## src/rtl/msw_pkg.sv

```systemverilog
// Shared types and codes for the maze stack walker.
`default_nettype none

package msw_pkg;

  // Command carried in the input beat's tuser
  typedef enum logic [1:0] {
    CMD_WRITE   = 2'd0,
    CMD_STEP    = 2'd1,
    CMD_RESTART = 2'd2
  } cmd_e;

  // Cell kinds held in the grid memory
  localparam logic [1:0] KIND_OPEN    = 2'd0;
  localparam logic [1:0] KIND_WALL    = 2'd1;
  localparam logic [1:0] KIND_VISITED = 2'd2;
  localparam logic [1:0] KIND_GOAL    = 2'd3;

  // Result status carried in the output beat's tuser
  localparam logic [1:0] ST_MOVED   = 2'd0;
  localparam logic [1:0] ST_GOAL    = 2'd1;
  localparam logic [1:0] ST_NO_PATH = 2'd2;
  localparam logic [1:0] ST_ACK     = 2'd3;

  // Configuration register indexes
  localparam logic [1:0] CFG_START_ROW = 2'd0;
  localparam logic [1:0] CFG_START_COL = 2'd1;
  localparam logic [1:0] CFG_ROWS      = 2'd2;
  localparam logic [1:0] CFG_COLS      = 2'd3;

  // Neighbor search order
  localparam logic [1:0] DIR_UP    = 2'd0;
  localparam logic [1:0] DIR_DOWN  = 2'd1;
  localparam logic [1:0] DIR_LEFT  = 2'd2;
  localparam logic [1:0] DIR_RIGHT = 2'd3;

  localparam int unsigned FAIL_W = 16;

endpackage

`default_nettype wire

```

## src/rtl/msw_ram.sv

```systemverilog
// Generic single-write, single-read RAM with registered read data.
`default_nettype none

module msw_ram #(
  parameter int unsigned WIDTH = 8,
  parameter int unsigned DEPTH = 256
) (
  input  wire logic                     clk_i,
  input  wire logic                     we_i,
  input  wire logic [$clog2(DEPTH)-1:0] waddr_i,
  input  wire logic [WIDTH-1:0]         wdata_i,
  input  wire logic [$clog2(DEPTH)-1:0] raddr_i,
  output logic      [WIDTH-1:0]         rdata_o
);

  logic [WIDTH-1:0] mem [DEPTH];

  // Write port and registered read port
  always_ff @(posedge clk_i) begin
    if (we_i) begin
      mem[waddr_i] <= wdata_i;
    end
    rdata_o <= mem[raddr_i];
  end

endmodule

`default_nettype wire

```

## src/rtl/maze_stack_walker_core.sv

```systemverilog
// Depth-first maze walker: grid memory, path stack memory and step sequencer.
//
//  Channel  | Dir | Handshake                 | Payload
//  ---------+-----+---------------------------+----------------------------------------
//  s_axis   | in  | s_axis_tvalid/tready      | tuser: cmd; tdata: row, col, kind
//  m_axis   | out | m_axis_tvalid/tready      | tuser: status; tdata: row, col, fails
//  cfg      | in  | cfg_valid_i/cfg_ready_o   | cfg_addr_i register index, cfg_data_i
//
// Write, restart and unknown commands complete when accepted; their result is loaded
// at the accept edge. A step runs through the accept cycle, one grid read of the
// current cell (a step at the goal ends there), one grid read per neighbor tried
// (up to four, one grid read port), and one more stack read when it pops or the
// stack is full.
// After reset a clearing pass writes every grid entry open, all 2**(2*clog2(GRID_SIDE))
// of them (256 at the default); no beat is taken meanwhile, config writes are.
// A new beat is taken only while the output register is empty or draining.
`default_nettype none

module maze_stack_walker_core import msw_pkg::*; #(
  parameter int unsigned GRID_SIDE   = 16,
  parameter int unsigned STACK_DEPTH = 256
) (
  input  wire logic        clk_i,
  input  wire logic        rst_ni,
  // input stream
  input  wire logic        s_axis_tvalid,
  output logic             s_axis_tready,
  input  wire logic [15:0] s_axis_tdata,  // [3:0] cell_row, [7:4] cell_col, [9:8] cell_kind
  input  wire logic [1:0]  s_axis_tuser,  // [1:0] cmd
  // result stream
  output logic             m_axis_tvalid,
  input  wire logic        m_axis_tready,
  output logic      [23:0] m_axis_tdata,  // [3:0] pos_row, [7:4] pos_col, [23:8] fail_count
  output logic      [1:0]  m_axis_tuser,  // [1:0] status
  // configuration writes
  input  wire logic        cfg_valid_i,
  output logic             cfg_ready_o,
  input  wire logic [1:0]  cfg_addr_i,
  input  wire logic [4:0]  cfg_data_i
);

  localparam int unsigned RW   = $clog2(GRID_SIDE);
  localparam int unsigned AW   = 2 * RW;
  localparam int unsigned GDEP = 1 << AW;
  localparam int unsigned SAW  = $clog2(STACK_DEPTH);
  localparam int unsigned SCW  = $clog2(STACK_DEPTH + 1);
  localparam int unsigned CMPW = (RW + 1 > 5) ? RW + 1 : 5;

  typedef struct packed {
    logic          inb;
    logic [AW-1:0] addr;
  } nb_t;

  typedef enum logic [2:0] {
    S_CLEAR,
    S_IDLE,
    S_CUR,
    S_NB,
    S_TOP
  } state_e;

  // Neighbor address and in-bounds flag for one direction
  function automatic nb_t nb_of(input logic [1:0] dir, input logic [RW-1:0] r,
                                input logic [RW-1:0] c, input logic [CMPW-1:0] rl,
                                input logic [CMPW-1:0] cl);
    logic [CMPW-1:0] nr;
    logic [CMPW-1:0] nc;
    logic            border;
    nb_t             res;
    nr     = CMPW'(r);
    nc     = CMPW'(c);
    border = 1'b0;
    case (dir)
      DIR_UP: begin
        border = (r == '0);
        nr     = CMPW'(r) - CMPW'(1);
      end
      DIR_DOWN: begin
        nr = CMPW'(r) + CMPW'(1);
      end
      DIR_LEFT: begin
        border = (c == '0);
        nc     = CMPW'(c) - CMPW'(1);
      end
      default: begin
        nc = CMPW'(c) + CMPW'(1);
      end
    endcase
    res.inb  = !border && (nr < rl) && (nc < cl);
    res.addr = {nr[RW-1:0], nc[RW-1:0]};
    return res;
  endfunction

  state_e state_q, state_d;
  logic [AW-1:0]     clr_idx_q, clr_idx_d;
  logic [RW-1:0]     row_q, row_d, col_q, col_d;
  logic [SCW-1:0]    cnt_q, cnt_d;
  logic [FAIL_W-1:0] fails_q, fails_d;
  logic [1:0]        nb_idx_q, nb_idx_d;
  logic [3:0]        start_row_q, start_row_d, start_col_q, start_col_d;
  logic [4:0]        rows_q, rows_d, cols_q, cols_d;
  logic              out_valid_q, out_valid_d;
  logic [3:0]        out_row_q, out_row_d, out_col_q, out_col_d;
  logic [FAIL_W-1:0] out_fails_q, out_fails_d;
  logic [1:0]        out_st_q, out_st_d;

  logic            g_we;
  logic [AW-1:0]   g_waddr, g_raddr;
  logic [1:0]      g_wdata, g_rdata;
  logic            s_we;
  logic [SAW-1:0]  s_waddr, s_raddr;
  logic [AW-1:0]   s_rdata;

  logic            in_acc;
  cmd_e            cmd;
  logic [3:0]      in_row, in_col;
  logic [1:0]      in_kind;
  logic [CMPW-1:0] rl, cl, srow_e, scol_e, lim_e;
  logic [1:0]      issue_dir;
  nb_t             nb_eval, nb_issue;
  logic            nb_open, emit;
  logic [1:0]      emit_st;

  assign in_row  = s_axis_tdata[3:0];
  assign in_col  = s_axis_tdata[7:4];
  assign in_kind = s_axis_tdata[9:8];
  assign cmd     = cmd_e'(s_axis_tuser);

  assign s_axis_tready = (state_q == S_IDLE) && (!out_valid_q || m_axis_tready);
  assign in_acc        = s_axis_tvalid && s_axis_tready;
  assign cfg_ready_o   = 1'b1;

  // Bounds, saturated to the grid size
  assign rl = (CMPW'(rows_q) > CMPW'(GRID_SIDE)) ? CMPW'(GRID_SIDE) : CMPW'(rows_q);
  assign cl = (CMPW'(cols_q) > CMPW'(GRID_SIDE)) ? CMPW'(GRID_SIDE) : CMPW'(cols_q);
  assign lim_e  = CMPW'(GRID_SIDE - 1);
  assign srow_e = (CMPW'(start_row_q) > lim_e) ? lim_e : CMPW'(start_row_q);
  assign scol_e = (CMPW'(start_col_q) > lim_e) ? lim_e : CMPW'(start_col_q);

  // Neighbor being checked this cycle and neighbor whose read is issued
  assign issue_dir = (state_q == S_CUR) ? DIR_UP : nb_idx_q + 2'd1;
  assign nb_eval   = nb_of(nb_idx_q, row_q, col_q, rl, cl);
  assign nb_issue  = nb_of(issue_dir, row_q, col_q, rl, cl);
  assign nb_open   = nb_eval.inb && (g_rdata == KIND_OPEN || g_rdata == KIND_GOAL);

  // Stack is always read at its top entry
  assign s_raddr = SAW'(cnt_q - SCW'(1));
  assign s_waddr = cnt_q[SAW-1:0];

  // Sequencer and memory control
  always_comb begin
    state_d     = state_q;
    clr_idx_d   = clr_idx_q;
    row_d       = row_q;
    col_d       = col_q;
    cnt_d       = cnt_q;
    fails_d     = fails_q;
    nb_idx_d    = nb_idx_q;
    start_row_d = start_row_q;
    start_col_d = start_col_q;
    rows_d      = rows_q;
    cols_d      = cols_q;
    emit        = 1'b0;
    emit_st     = ST_ACK;
    g_we        = 1'b0;
    g_waddr     = {row_q, col_q};
    g_wdata     = KIND_VISITED;
    g_raddr     = nb_issue.addr;
    s_we        = 1'b0;

    if (cfg_valid_i) begin
      unique case (cfg_addr_i)
        CFG_START_ROW: start_row_d = cfg_data_i[3:0];
        CFG_START_COL: start_col_d = cfg_data_i[3:0];
        CFG_ROWS:      rows_d      = cfg_data_i;
        default:       cols_d      = cfg_data_i;
      endcase
    end

    unique case (state_q)
      S_CLEAR: begin
        g_we      = 1'b1;
        g_waddr   = clr_idx_q;
        g_wdata   = KIND_OPEN;
        clr_idx_d = clr_idx_q + AW'(1);
        if (clr_idx_q == AW'(GDEP - 1)) begin
          state_d = S_IDLE;
        end
      end
      S_IDLE: begin
        g_raddr = {row_q, col_q};
        if (in_acc) begin
          unique case (cmd)
            CMD_WRITE: begin
              emit = 1'b1;
              if (CMPW'(in_row) < CMPW'(GRID_SIDE) && CMPW'(in_col) < CMPW'(GRID_SIDE)) begin
                g_we    = 1'b1;
                g_waddr = {RW'(in_row), RW'(in_col)};
                g_wdata = in_kind;
              end
            end
            CMD_STEP: begin
              state_d = S_CUR;
            end
            CMD_RESTART: begin
              emit    = 1'b1;
              cnt_d   = '0;
              fails_d = '0;
              row_d   = srow_e[RW-1:0];
              col_d   = scol_e[RW-1:0];
            end
            default: begin
              emit = 1'b1;
            end
          endcase
        end
      end
      S_CUR: begin
        if (g_rdata == KIND_GOAL) begin
          emit    = 1'b1;
          emit_st = ST_GOAL;
          state_d = S_IDLE;
        end else begin
          g_we     = 1'b1;
          nb_idx_d = DIR_UP;
          state_d  = S_NB;
        end
      end
      S_NB: begin
        if (nb_open) begin
          if (cnt_q < SCW'(STACK_DEPTH)) begin
            s_we    = 1'b1;
            cnt_d   = cnt_q + SCW'(1);
            row_d   = nb_eval.addr[AW-1:RW];
            col_d   = nb_eval.addr[RW-1:0];
            emit    = 1'b1;
            emit_st = ST_MOVED;
            state_d = S_IDLE;
          end else begin
            state_d = S_TOP;
          end
        end else if (nb_idx_q == DIR_RIGHT) begin
          if (cnt_q == '0) begin
            emit    = 1'b1;
            emit_st = ST_NO_PATH;
            state_d = S_IDLE;
          end else begin
            cnt_d   = cnt_q - SCW'(1);
            if (fails_q != '1) begin
              fails_d = fails_q + FAIL_W'(1);
            end
            state_d = S_TOP;
          end
        end else begin
          nb_idx_d = nb_idx_q + 2'd1;
        end
      end
      S_TOP: begin
        row_d   = s_rdata[AW-1:RW];
        col_d   = s_rdata[RW-1:0];
        emit    = 1'b1;
        emit_st = ST_MOVED;
        state_d = S_IDLE;
      end
      default: begin
        state_d = S_IDLE;
      end
    endcase
  end

  // Output register
  always_comb begin
    out_valid_d = out_valid_q && !m_axis_tready;
    out_row_d   = out_row_q;
    out_col_d   = out_col_q;
    out_fails_d = out_fails_q;
    out_st_d    = out_st_q;
    if (emit) begin
      out_valid_d = 1'b1;
      out_row_d   = 4'(row_d);
      out_col_d   = 4'(col_d);
      out_fails_d = fails_d;
      out_st_d    = emit_st;
    end
  end

  always_ff @(posedge clk_i or negedge rst_ni) begin
    if (!rst_ni) begin
      state_q     <= S_CLEAR;
      clr_idx_q   <= '0;
      row_q       <= '0;
      col_q       <= '0;
      cnt_q       <= '0;
      fails_q     <= '0;
      nb_idx_q    <= DIR_UP;
      start_row_q <= '0;
      start_col_q <= '0;
      rows_q      <= 5'd16;
      cols_q      <= 5'd16;
      out_valid_q <= 1'b0;
    end else begin
      state_q     <= state_d;
      clr_idx_q   <= clr_idx_d;
      row_q       <= row_d;
      col_q       <= col_d;
      cnt_q       <= cnt_d;
      fails_q     <= fails_d;
      nb_idx_q    <= nb_idx_d;
      start_row_q <= start_row_d;
      start_col_q <= start_col_d;
      rows_q      <= rows_d;
      cols_q      <= cols_d;
      out_valid_q <= out_valid_d;
    end
  end

  // Result payload needs no reset
  always_ff @(posedge clk_i) begin
    out_row_q   <= out_row_d;
    out_col_q   <= out_col_d;
    out_fails_q <= out_fails_d;
    out_st_q    <= out_st_d;
  end

  assign m_axis_tvalid = out_valid_q;
  assign m_axis_tdata  = {out_fails_q, out_col_q, out_row_q};
  assign m_axis_tuser  = out_st_q;

  // Grid cell kinds
  msw_ram #(
    .WIDTH (2),
    .DEPTH (GDEP)
  ) u_grid (
    .clk_i   (clk_i),
    .we_i    (g_we),
    .waddr_i (g_waddr),
    .wdata_i (g_wdata),
    .raddr_i (g_raddr),
    .rdata_o (g_rdata)
  );

  // Path stack of cell addresses
  msw_ram #(
    .WIDTH (AW),
    .DEPTH (STACK_DEPTH)
  ) u_stack (
    .clk_i   (clk_i),
    .we_i    (s_we),
    .waddr_i (s_waddr),
    .wdata_i (nb_eval.addr),
    .raddr_i (s_raddr),
    .rdata_o (s_rdata)
  );

endmodule

`default_nettype wire

```

## config.mk

```make
export PLATFORM = sky130hd
export DESIGN_NAME = maze_stack_walker_core
export DESIGN_NICKNAME = d
export VERILOG_FILES = /design/src/rtl/msw_pkg.sv /design/src/rtl/msw_ram.sv /design/src/rtl/maze_stack_walker_core.sv
export SDC_FILE = /design/constraint.sdc
export NUM_CORES = 2
export LEC_CHECK = 0
export ABC_AREA = 1
export BUFFER_PORTS_ARGS = -buffer_cell sky130_fd_sc_hd__buf_2
export CAP_MARGIN = 10
export CORE_MARGIN = 2
export CORE_UTILIZATION = 35
export CTS_CLUSTER_DIAMETER = 150
export CTS_CLUSTER_SIZE = 16
export DETAILED_ROUTE_END_ITERATION = 10
export PLACE_DENSITY = 0.53
export SYNTH_ARGS = -nofsm -noshare
export SYNTH_HDL_FRONTEND = slang
export SYNTH_HIERARCHICAL = 1
export SYNTH_SLANG_ARGS = --single-unit
```

## constraint.sdc

```tcl
create_clock -name clk_i -period 17.63 [get_ports clk_i]
set_clock_uncertainty 0.05 [all_clocks]
set_input_delay 0.8815 -clock clk_i [delete_from_list [all_inputs] [get_ports clk_i]]
set_output_delay 0.8815 -clock clk_i [all_outputs]
set_load 0.01 [all_outputs]
```

==> results.cfg <==
[run_status]
status = complete, no violations

[worst_setup_path]
r2r_slack_ps = 10940
arrival_ps = 7160
r2r_end = u_stack/mem[134][5]
worstPathRequired_ps = 18100
crit_type = flip-flop to flip-flop
critPathLaunchType = flip-flop
endpoint_kind = flip-flop
r2r-start = nb_idx_q[0]
worstRegToRegCells = 17
crit_fanout = 68

[clock_network]
htreeDepth = 4
clock-sinks = 2661
clkTransAtPathRegs_ps = 80
cts_resized = 0
clockBufferDepth = 4
numCtsBuffers = 192
cts_tree = built
cts_setup_buffers = 0
clk_latency_ps = 890
cts_root_buf = clkbuf_16
hold_buffers = 0

[cells_and_area]
n_fill_cell = 30500
drive_gt1_frac = 0.0447
fin_nets = 9622
post-route-util = 0.378
seq_area_um2 = 79500
area_delta_synth_final_pct = 7.41
multi_input_area_um2 = 28300

[logic_synthesis]
synth-edff-count = 2586
synth_fp_nets = 9925
synth-warning-count = 6
ys_top_cells_by_area = edfxtp_1 69%, nand3_1 12%, nand2_1 9.7%
synth_top_area_cell = edfxtp_1
ys_ff_latch = 2661
async_flop_share = 0.0244
synth_cells = 9872
synth_ff_type = edfxtp_1
synth_cell_type_count = 53
synthesis.area_um2 = 112000
ys_seq_area_frac = 0.711
postSynthAreaPerCell_um2 = 11.3
netlist.area_leader.share = 0.695

[route]
drt_iter0_drc = 7453
drtPass1Iterations = 6
drt-total-wl_um = 310000
routed_via_density = 5.29
drcViolationCount = 0
wire_per_inst_um = 22.4
ant_nets = 0
vias = 72900

[floorplanning]
die_h_um = 569
ioPinCount = 59
dieArea_um2 = 324000
initial_utilization = 0.352
rows = 207
coreArea_um2 = 318000
fp.dieW_um = 569

[timing]
timing.slew.headroom = 0.121
setup_viol = 0
drv_slew = 0
hold_viol = 0
fmax_ghz = 0.149
period_share = 0.380
worst_slew_pin_slew_ps = 1320
fin_hold_ws_ps = 148
tns_ps = 0
rsz0062_at_grt = no
period_minus_slack_ps = 6690

[placed_design]
io_buffer_count = 51
dp_hpwl_um = 171000
gp_congestion = 0.877

[min_path]
min_path_type = primary input to async pin

[global_routing]
grt_usage = 0.186
antenna_found_initial = 8
grt_max_degree = 242
overflow = 0
grt_pass1_wl_um = 457000
grt_pass1_vias = 70100

[run]
cap_viol_max_count = 0
==> synthesized netlist by cell type (6+ instances only) <==
cell / instances
nor2_1: 618
xor2_1: 32
clkbuf_1: 165
o221ai_1: 9
nand2_1: 2900
ha_1: 23
dfrtp_1: 63
buf_6: 44
o21bai_1: 9
nand4_1: 9
nand3_1: 2604
inv_1: 160
nor3_1: 10
xnor2_1: 6
o21a_1: 6
edfxtp_1: 2586
buf_4: 55
a21oi_1: 27
o21ai_0: 71
inv_2: 15
buf_1: 53
nand3_2: 6
o211ai_2: 6
dfxtp_1: 10
buf_2: 331
==> layout by cell type (no fill, tap or decap), types with 4 or more instances in the layout <==
cell type / instances
a21oi_1: 27
buf_12: 8
buf_2: 51
buf_4: 94
clkbuf_1: 39
clkbuf_16: 196
dfrtp_1: 63
dfxtp_1: 10
diode_2: 7
edfxtp_1: 2586
ha_1: 23
inv_1: 151
inv_2: 15
inv_8: 6
nand2_1: 2897
nand2_2: 5
nand2_4: 4
nand3_1: 2604
nand3_2: 6
nand4_1: 9
nor2_1: 615
nor2_2: 7
nor3_1: 10
o211ai_1: 4
o211ai_2: 6
o21a_1: 6
o21ai_0: 69
o21bai_1: 9
o221ai_1: 6
xnor2_1: 6
xor2_1: 30
==> layout make-up <==
class / instances / area share
clock inverter: 4 / 0.000532
sequential: 2661 / 0.662
antenna: 7 / 0.000146
inverter: 178 / 0.00618
timing repair buffer: 154 / 0.00943
tap: 4180 / 0.0436
clock buffer: 235 / 0.0421
multi-input combinational: 6382 / 0.236
==> worst max-delay path, cell delays in order, from the launching register on <==
cell	delay (ps)
dfrtp_1	520
inv_1	190
ha_1	310
inv_1	170
nand2_2	170
o221ai_4	160
buf_4	720
ha_1	360
nand2_1	60
nand2_1	50
nand2_1	70
nand3_2	100
a21oi_4	360
nand3_2	280
nor2_2	740
nand2_1	830
buf_4	480
nor2_1	650
==> sequential cells by signal (all words and copies together), names as in the netlist, 3 cells and up <==
| signal | count |
|---|---|
| start_row_q | 4 |
| out_col_q | 4 |
| fails_q | 16 |
| col_q | 4 |
| start_col_q | 4 |
| cnt_q | 9 |
| cols_q | 5 |
| state_q | 3 |
| out_fails_q | 16 |
| u_stack/mem | 2048 |
| out_row_q | 4 |
| u_stack/rdata_o | 8 |
| clr_idx_q | 8 |
| row_q | 4 |
| u_grid/mem | 512 |
| rows_q | 5 |
==> metal layers <==
metal / up-vias / global-route usage / part of all wire
li1: 33900 / - / -
met1: 36200 / 0.260 / 0.44
met2: 2409 / 0.303 / 0.47
met3: 422 / 0.0269 / 0.065
met4: 0 / 0.0525 / 0.029
met5: - / 0 / 0
==> how the worst max path moves through the flow <==
| stage | startpoint | endpoint | slack, ps |
|---|---|---|---|
| finish | nb_idx_q[0] | u_stack/mem[134][5] | 10940 |
| global route | nb_idx_q[0] | u_stack/mem[166][6] | 10640 |
| CTS | nb_idx_q[0] | u_stack/mem[135][4] | 10890 |
| detailed placement | nb_idx_q[0] | u_stack/mem[135][2] | 10910 |
| global placement | nb_idx_q[0] | u_stack/mem[135][2] | 10960 |
| floorplan | nb_idx_q[0] | u_stack/mem[162][0] | 5900 |
==> kinds of logic (layout without fill, tap and decap cells) <==
family / Yosys count / in the layout / synth area share
buffers and inverters: 829 / 571 / 0.0367
flip-flops: 2661 / 2661 / 0.711
other: 1 / 8 / 0.0000336
AND/OR/NAND/NOR: 6173 / 6173 / 0.238
AO/OA/AOI/OAI: 147 / 147 / 0.00804
XOR/XNOR: 38 / 38 / 0.00298
adder cells (fa/ha/maj): 23 / 23 / 0.00258
==> metrics by stage <==
stage | setup WS, ps | cells | area, µm²
2_1_floorplan | 5900 | 9872 | 112000
3_3_place_gp | 10960 | 13600 | 115000
3_5_place_dp | 10910 | 13600 | 115000
4_1_cts | 10890 | 13800 | 120000
5_1_grt | 10640 | 13800 | 120000
6_report | 10940 | 13800 | 120000
Power is not shown: default switching activity piles up to over one toggle a cycle in this logic, so the estimate is an artifact.
